[config.mk]
export PLATFORM = sky130hd
export DESIGN_NAME = ths_tile
export DESIGN_NICKNAME = d
export VERILOG_FILES = /design/src/rtl/ths_pkg.sv /design/src/rtl/ths_tile.sv
export SDC_FILE = /design/constraint.sdc
export NUM_CORES = 2
export LEC_CHECK = 0
export BUFFER_PORTS_ARGS = -buffer_cell sky130_fd_sc_hd__clkbuf_2
export CORE_ASPECT_RATIO = 0.8
export CORE_MARGIN = 4
export CORE_UTILIZATION = 51
export DETAILED_ROUTE_END_ITERATION = 8
export PLACE_DENSITY_LB_ADDON = 0.12
export SYNTH_ARGS = -nofsm -noshare
export SYNTH_HDL_FRONTEND = slang
export SYNTH_SLANG_ARGS = --single-unit
[constraint.sdc]
create_clock -name clk_i -period 4.8 [get_ports clk_i]
set_input_delay 0.72 -clock clk_i [delete_from_list [all_inputs] [get_ports clk_i]]
set_output_delay 0.72 -clock clk_i [all_outputs]
set_load 0.01 [all_outputs]
[src/rtl/ths_pkg.sv]
// Shared types and constants for the tile hash shard select block
package ths_pkg;

  localparam int COORD_W        = 32;
  localparam int COLS_W         = 32;
  localparam int SCOUNT_W       = 13;
  localparam int SHARD_W        = 12;
  localparam int CFG_DATA_W     = 32;
  localparam int CFG_IDX_W      = 1;
  localparam int DEF_MAX_SHARDS = 4096;
  localparam int TILE_SHIFT     = 3;
  localparam int HASH_W         = 64;

  localparam logic [63:0] GOLDEN_STEP = 64'h9e3779b97f4a7c15;
  localparam logic [63:0] MIX_MUL_A   = 64'hbf58476d1ce4e5b9;
  localparam logic [63:0] MIX_MUL_B   = 64'h94d049bb133111eb;

  typedef enum logic [CFG_IDX_W-1:0] {
    REG_GRID_COLUMNS = 1'b0,
    REG_SHARD_COUNT  = 1'b1
  } cfg_reg_e;

endpackage

[src/rtl/ths_tile.sv]
// Tile index from row and column: two stages, multiply then add
module ths_tile
  import ths_pkg::*;
(
  input  logic              clk_i,
  input  logic              rst_ni,
  input  logic              en_i,
  input  logic              valid_i,
  input  logic [COORD_W-1:0] row_i,
  input  logic [COLS_W-1:0]  col_i,
  input  logic [COLS_W-1:0]  cols_i,
  output logic              valid_o,
  output logic [HASH_W-1:0] tile_o
);

  localparam int RT_W  = COORD_W - TILE_SHIFT;
  localparam int CT_W  = COLS_W - TILE_SHIFT;
  localparam int TPR_W = COLS_W + 1 - TILE_SHIFT;
  localparam int PR_W  = RT_W + TPR_W;

  logic [COLS_W:0]   cols_sum;
  logic [TPR_W-1:0]  tiles_per_row;
  logic [PR_W-1:0]   prod_d;
  logic [PR_W-1:0]   prod_q;
  logic [CT_W-1:0]   colt_q;
  logic [HASH_W-1:0] tile_q;
  logic              vld_a_q, vld_b_q;

  // ceil(cols / 8)
  assign cols_sum      = {1'b0, cols_i} + (COLS_W+1)'(7);
  assign tiles_per_row = cols_sum[COLS_W:TILE_SHIFT];
  assign prod_d        = PR_W'(row_i[COORD_W-1:TILE_SHIFT]) * PR_W'(tiles_per_row);

  always_ff @(posedge clk_i or negedge rst_ni) begin
    if (!rst_ni) begin
      vld_a_q <= 1'b0;
      vld_b_q <= 1'b0;
    end else if (en_i) begin
      vld_a_q <= valid_i;
      vld_b_q <= vld_a_q;
    end
  end

  always_ff @(posedge clk_i) begin
    if (en_i) begin
      prod_q <= prod_d;
      colt_q <= col_i[COLS_W-1:TILE_SHIFT];
      tile_q <= HASH_W'(prod_q) + HASH_W'(colt_q);
    end
  end

  assign valid_o = vld_b_q;
  assign tile_o  = tile_q;

endmodule

==> run summary <==
met3 routed WL: 5850 um
critical path arrival: 9.05 ns
Cell Area, Synth: 0.0359 mm2
final setup vio count: 54
Synth Register Bits: 150
post-route setup slack: -4.09 ns
number of routed nets with antenna violations: 0
combinational family with the most area after synthesis: adder cells
Async SR Flop Fraction: 1.33%
XOR/XNOR Fraction of Synth Area: 3.39%
post-synthesis adder-cell area fraction: 51.6%
unrepaired setup endpoints after global routing: yes
hold crit path type: in2async
TritonCTS Buffers: 17
H-tree levels: 4
gr usage total: 26.7%
critical path class: in2reg
Die W: 304 um
nets: 5376
Least-Margin Pin Slew: 0.815 ns
final WL: 96400 um
overall die area: 0.0747 mm2
DR DRC count: 0
worst-case clock skew: 0.0129 ns
slew margin rel.: 45.7%
Tmin final: 8.89 ns
vias: 26700
area share of the largest cell type after synthesis: 42.0%
Post-synth EDFFs: 148
Simple-Gate Fraction of Synth Area: 16.6%
R2R setup slack: 1.53 ns
proportion of synthesized area in mux cells: 0.0628%
top cells by instance count after synthesis: 774 x inv_1, 752 x fa_1, 476 x and2_1, 472 x nand2_1, 276 x ha_1
CP max stage delay: 0.60 ns
Worst Path Required: 4.97 ns
I/O Pins: 165
CTS sink count: 150
Compound-Gate Fraction of Synth Area: 5.32%
Synth Area per Inst: 9.53 um2
CP dominant cell by count: fa_1
Synth area leader: fa_1
Die Height: 245 um
largest net degree at the start of global routing: 88
WL per Instance: 18.6 um
Clock transition at path regs: 0.06 ns
first-pass GRT wire length: 157000 um
Synth area leaders: fa_1 42%, edfxtp_1 12%, ha_1 9.6%
layout cells sized above 1: 23.4%
Worst setup EP type: register
Seq/Total Area, Yosys: 12.5%
slowest cell on the critical path: fa_2
status: complete, but fails checks
Warnings, synthesis: 0
half-perimeter wire length after placement: 81400 um
Initial Utilization: 51.8%
max_cap viols: 0
CP Launch Type: input pin
fmax: 113 MHz
met1 WL: 43200 um
Clk Latency, worst-skew pair: 0.43 ns
Clock Tree Buf Depth: 2
final hold violation count: 0
Top FF cell, synth: edfxtp_1
Layout Area Growth over Synthesis: 22.5%
vias in the first global route: 28600
CTS root buffer: clkbuf_16
Distinct cells, synth: 72
hold_ws: 0.0733 ns
highest routed layer: met4
# rows: 86
Final GP Congestion: 0.901
GR Overflow Total: 0
placed cell area: 0.0413 mm2
Sum Neg Setup Slack: -172.57 ns
IO buf count: 154
met2 wire length: 45900 um
initial antenna violation count: 3
Iteration-0 DRC Markers: 1448
final instance area: 0.0439 mm2
Mapped Cells: 3763
Final Cycle Share: 185%
failing checks: negative setup slack
TritonCTS clock tree: done
Core ar.: 0.0693 mm2
CP max FO: 4
top-count cell post-synth: inv_1
Pre-Repair DR Iteration Count: 5
Slew Limit Fails: 0
drt via density: 5.14
-- final timing paths --
path                            start          to  cells past startpoint
setup reg to reg            prod_q[0]  tile_o[52]                     13
max in group asynchronous      rst_ni     vld_a_q                      1
min in group clk_i          col_i[24]  colt_q[21]                      1
setup / recovery           cols_i[16]  prod_q[57]                     33
hold reg to reg               valid_o     valid_o                      1
hold / removal                 rst_ni     valid_o                      1
-- layout make-up --
cell class,count,area [um2]
Clock buffer,21,440
Timing Repair Buffer,675,5350
Multi-Input combinational cell,2630,29400
Clock inverter,11,176
Sequential cell,150,4490
Antenna cell,1,2.50
Tap cell,924,1160
Inverter,774,2910
Fill cell,5763,25400
-- critical path: cells and delay by family --
kind,cells,cell delay [ns]
AND/OR/NAND/NOR,9,1.91
adder cells (fa/ha/maj),9,4.23
buffers and inverters,6,0.47
AO/OA/AOI/OAI,8,1.49
XOR/XNOR,1,0.24
-- flip-flops by register name, summed over array words and instances, names as in the netlist --
name	cells
tile_o	60
prod_q	59
colt_q	29
valid_o	1
vld_a_q	1
-- stage by stage --
stage          cells  utilization, %  worst slack, ns
2_1_floorplan   3766               -            -4.17
3_3_place_gp    5092            59.5            -4.56
3_5_place_dp    5092            59.5            -4.74
4_1_cts         5167            62.8            -4.13
5_1_grt         5186            63.4            -4.36
6_report        5186            63.4            -4.09
-- cell families after synthesis --
family / Yosys count
simple gates: 1166
buf+inv: 986
xor+xnor: 138
compound gates: 292
mux: 2
flops: 150
other cells: 1
fa+ha+maj: 1028
-- per-layer routing --
metal,global-route usage [%],vias up
met3,4.21,96
met1,38.3,13500
met4,4.28,0
met2,43.9,763
met5,0,-
li1,-,12300
-- layout by cell type (no fill, tap or decap), types with 58 or more instances in the layout --
cell	count
edfxtp_1	148
a21oi_1	63
inv_1	760
a21o_1	58
ha_1	231
fa_1	710
clkbuf_2	145
buf_4	439
and2_1	462
xnor2_1	59
nand2_1	452
-- timing repair --
action | in CTS | in global routing
hold buffers | 0 | 0
resized for setup | 260 | 78
endpoints found under the setup margin | 54 | 55
buffers inserted | 42 | 21
pin swaps | 156 | 68
gates cloned | 1 | 0
Power is left out: the tool's default activity adds up to more than one toggle a clock period on the data nets, which glitch-free logic cannot reach.
