[config.mk]
export PLATFORM = sky130hd
export DESIGN_NAME = ths_divpipe
export DESIGN_NICKNAME = d
export VERILOG_FILES = /design/src/rtl/ths_pkg.sv /design/src/rtl/ths_divpipe.sv
export SDC_FILE = /design/constraint.sdc
export NUM_CORES = 2
export LEC_CHECK = 0
export BUFFER_PORTS_ARGS = -buffer_cell sky130_fd_sc_hd__buf_2
export CAP_MARGIN = 15
export CORE_UTILIZATION = 45
export CTS_CLUSTER_SIZE = 28
export DETAILED_ROUTE_END_ITERATION = 8
export GPL_ROUTABILITY_DRIVEN = 0
export SLEW_MARGIN = 20
export SYNTH_ARGS = -nofsm -noshare
export SYNTH_HDL_FRONTEND = slang
export SYNTH_SLANG_ARGS = --single-unit
[constraint.sdc]
create_clock -name clk_i -period 4.5 [get_ports clk_i]
set_clock_uncertainty 0.2 [all_clocks]
set_input_delay 0.9 -clock clk_i [delete_from_list [all_inputs] [get_ports clk_i]]
set_output_delay 0.9 -clock clk_i [all_outputs]
set_load 0.005 [all_outputs]
[src/rtl/ths_pkg.sv]
// Shared types and constants for the tile hash shard select block
package ths_pkg;

  localparam int COORD_W        = 32;
  localparam int COLS_W         = 32;
  localparam int SCOUNT_W       = 13;
  localparam int SHARD_W        = 12;
  localparam int CFG_DATA_W     = 32;
  localparam int CFG_IDX_W      = 1;
  localparam int DEF_MAX_SHARDS = 4096;
  localparam int TILE_SHIFT     = 3;
  localparam int HASH_W         = 64;

  localparam logic [63:0] GOLDEN_STEP = 64'h9e3779b97f4a7c15;
  localparam logic [63:0] MIX_MUL_A   = 64'hbf58476d1ce4e5b9;
  localparam logic [63:0] MIX_MUL_B   = 64'h94d049bb133111eb;

  typedef enum logic [CFG_IDX_W-1:0] {
    REG_GRID_COLUMNS = 1'b0,
    REG_SHARD_COUNT  = 1'b1
  } cfg_reg_e;

endpackage

[src/rtl/ths_divpipe.sv]
// Pipelined restoring divider, one quotient bit per stage
module ths_divpipe
  import ths_pkg::*;
#(
  parameter int N = 32,
  parameter int D = 32
) (
  input  logic         clk_i,
  input  logic         rst_ni,
  input  logic         en_i,
  input  logic         valid_i,
  input  logic [N-1:0] dividend_i,
  input  logic [D-1:0] divisor_i,
  output logic         valid_o,
  output logic [N-1:0] quot_o,
  output logic [D-1:0] rem_o
);

  logic         vld_q [1:N];
  logic [D-1:0] rem_q [1:N];
  logic [N-1:0] num_q [1:N];

  logic         vld_in [0:N-1];
  logic [D-1:0] rem_in [0:N-1];
  logic [N-1:0] num_in [0:N-1];

  for (genvar i = 0; i < N; i++) begin : g_stage
    logic [D:0] trial;
    logic       ge;

    if (i == 0) begin : g_first
      assign vld_in[0] = valid_i;
      assign rem_in[0] = '0;
      assign num_in[0] = dividend_i;
    end else begin : g_next
      assign vld_in[i] = vld_q[i];
      assign rem_in[i] = rem_q[i];
      assign num_in[i] = num_q[i];
    end

    assign trial = {rem_in[i], num_in[i][N-1]};
    assign ge    = (trial >= {1'b0, divisor_i});

    always_ff @(posedge clk_i or negedge rst_ni) begin
      if (!rst_ni) begin
        vld_q[i+1] <= 1'b0;
      end else if (en_i) begin
        vld_q[i+1] <= vld_in[i];
      end
    end

    always_ff @(posedge clk_i) begin
      if (en_i) begin
        rem_q[i+1] <= ge ? D'(trial - {1'b0, divisor_i}) : trial[D-1:0];
        num_q[i+1] <= {num_in[i][N-2:0], ge};
      end
    end
  end

  assign valid_o = vld_q[N];
  assign quot_o  = num_q[N];
  assign rem_o   = rem_q[N];

endmodule

==> run summary <==
Area grow syn2layout = 23.31%
Clk_lat worst skew = 0.93 ns
WHS = 0.1247 ns
1st-pass router iterations = 8
Effective utilization at floorplan = 0.4528
Total Routing Usage GR = 0.2580
CTS max path bufs = 4
Num CTS Buffers = 231
PwrDens = 785.0 nW/um^2
Placed cell count = 16278
FF+latch count, synth = 2080
Total Power = 120.0 mW
Worst-path clk slew = 0.06 ns
EDFF count, synth = 2048
Worst Max-Slew Pin Slew = 0.9925 ns
Finished Layout Cells = 16739
Fmax = 237.6 MHz
Die ar. = 277700 sq um
Register area share after synthesis = 0.5024
Synthesis warning total = 0
DP HPWL = 277100 um
Total grt overflow = 0
Worst path most repeated cell = buf_4
Ys async rst share = 0.01538
Syn Std Cell Area = 124000 sq um
# Max-Cap Violations = 0
Final hold violations = 0
Worst setup margin = 0.2914 ns
WL/cell = 21.92 um
Layout cells sized above 1 = 0.2325
Boundary pin count = 133
# setup viols final = 0
Placed cell area = 144900 sq um
CP peak stage delay = 0.60 ns
RSZ-0062 raised after global routing = no
Worst Path Arrival = 4.81 ns
Synthesized net count = 12035
Tmin final = 4.209 ns
Worst slew margin = 0.3212
Vias in the first global route = 94699
Drt drc = 0
Outcome = finished clean
Ys flop type = edfxtp_1
Worst vdd ir = 0.4342 mV
Count of pins over their slew limit = 0
Crit path cell chain = buf_4 -> clkinvlp_4 -> buf_12 -> buf_4 -> ha_1 -> nor2b_1 -> o21a_1 -> o21ai_0 -> a21oi_1 -> o31ai_1 -> buf_4 -> and2_1 -> o31ai_1 -> a21oi_4 -> buf_12 -> o31ai_1 -> buf_4
WS Path Type = input pin to flip-flop
CP Capture Type = flip-flop
Final Cell Area = 152900 sq um
Initial antenna violation count = 17
# Post-CTS Setup Buffers = 0
CP required = 5.10 ns
Final net count = 14048
Chip height = 526.9 um
Via-to-Cell Ratio = 5.787
Worst Setup Start Kind = input pin
Place WS = -0.5187 ns
Drt total wl = 366900 um
CTS tree = done
Crit Path Max Fanout = 18
Synth Instances = 10942
Cell leakage power = 62.76 nW
Largest net degree at the start of global routing = 103
Root buf cell = clkbuf_16
Post_cts resized = 0
Slowest-stage cell, CP = o31ai_1
H-tree levels = 4
Tcrit/Tclk final = 0.9353
Core Area = 273900 sq um
Post-route ant nets = 0
Die width = 526.9 um
Unique cell type count in the Yosys netlist = 92
Syn avg cell area = 11.33 sq um
First-pass GRT wire length = 554700 um
HP Class = input pin to flip-flop
Clock sinks = 2080
Fillers = 22861
DRT iter0 DRCs = 8688
Row cnt = 192
I/O Buffers = 132
Vias = 96867
==> flip-flops by register name, indices dropped and copies added (netlist names) <==
register  flops
num_q      1024
rem_q      1024
vld_in       31
valid_o       1
==> placed cells by master, fill, tap and decap left out, types with 130 or more instances in the layout <==
cell type,instances
a21o_1,511
a21oi_1,1007
buf_12,158
buf_2,130
buf_4,1767
clkbuf_16,231
edfxtp_1,2048
ha_1,986
inv_1,261
mux2_2,480
nand2_1,799
nand3_1,201
nand4_1,160
nor2_1,662
nor3_1,134
o21a_1,148
o21ai_0,732
xnor2_1,497
xor2_1,338
==> cell type report <==
cell class / instances / area, sq um / share of cell area
sequential: 2080 / 62300 / 0.4074
multi-input combinational: 8259 / 59810 / 0.3911
timing repair buffer: 2088 / 17410 / 0.1139
clock buffer: 261 / 5893 / 0.03854
tap: 3589 / 4491 / 0.02937
clock inverter: 163 / 1817 / 0.01188
inverter: 295 / 1179 / 0.007708
antenna: 4 / 10.01 / 0.00006546
==> Yosys cell counts (20+ instances only) <==
cell,count,share of area
a2111oi_0,21,0.0015
nor4_1,45,0.0023
dfrtp_1,32,0.0065
mux2i_1,48,0.0039
nor3_1,134,0.0054
or2_2,39,0.0020
a211o_1,31,0.0022
a21boi_0,49,0.0030
o21a_1,148,0.0090
xnor2_1,497,0.035
nand2b_1,129,0.0065
or3_1,51,0.0026
nor2_1,665,0.020
o21bai_1,98,0.0059
nand2_1,799,0.024
a21oi_1,1013,0.041
ha_1,994,0.10
mux2_2,497,0.045
nand3_1,201,0.0081
a31oi_1,104,0.0052
clkbuf_1,252,0.0076
edfxtp_1,2048,0.50
a221oi_1,20,0.0014
o31a_1,38,0.0027
a21o_1,511,0.031
fa_1,31,0.0050
nand4_1,160,0.0081
and4_1,34,0.0024
and3_1,87,0.0044
inv_1,293,0.0089
o31ai_1,70,0.0042
nand3b_1,21,0.0013
o211ai_1,69,0.0042
xor2_1,338,0.024
buf_2,28,0.0011
a211oi_1,81,0.0049
and2_1,47,0.0024
nor2b_1,130,0.0066
o21ai_0,736,0.030
==> final timing paths <==
kind,from,to,slack (ns),cells past startpoint
setup / recovery,divisor_i[1],rem_q[0][589],0.29,17
max in group asynchronous,rst_ni,vld_in[13],3.30,2
hold / removal,dividend_i[31],rem_q[0][32],0.12,3
hold reg to reg,num_q[0][728],num_q[0][761],0.18,0
min in group asynchronous,rst_ni,vld_in[30],0.36,2
setup reg to reg,num_q[0][639],rem_q[0][668],0.36,13
==> power by group <==
group	internal, mW	switching, mW	total, mW
sequential	30.4	4.55	35.0
combinational	32.3	33.4	65.7
clock	11.1	8.25	19.3
==> worst max-delay path: cells and delay by family <==
kind,cells,cell delay (ns)
fa+ha+maj,1,0.31
simple gates,2,0.30
compound gates,7,2.05
buf+inv,7,1.20
==> metrics by stage <==
stage	TNS (ns)	util
after floorplan	-26.83	-
after global placement	-142.27	0.5289
after detailed placement	-174.67	0.5289
after CTS	0	0.5583
after global routing	0	0.5583
final	0	0.5583
==> layer usage <==
metal  routed length, um  up-vias  GRT usage
met5                  34        -          0
met4               20320        6     0.1295
met3               24690      884    0.03564
met2              164900     3531     0.4120
met1              156900    46626     0.3435
li1                    -    45820          -
==> kinds of logic after synthesis <==
kind of cell / Yosys count / synth area share
and+or+nand+nor: 2609 / 0.1007
buffers and inverters: 603 / 0.01887
DFF: 2080 / 0.5024
adders and majority gates: 1025 / 0.1053
AOI/OAI and AO/OA: 3242 / 0.1644
xor gates and xnor gates: 835 / 0.05898
muxes: 548 / 0.04928
==> repair_timing <==
item / CTS / global route
hold endpoints to repair: 64 / 0
hold buffers: 33 / 0
setup endpoints to repair: 0 / 0
Note: power is estimated with default switching activity, not from simulation.
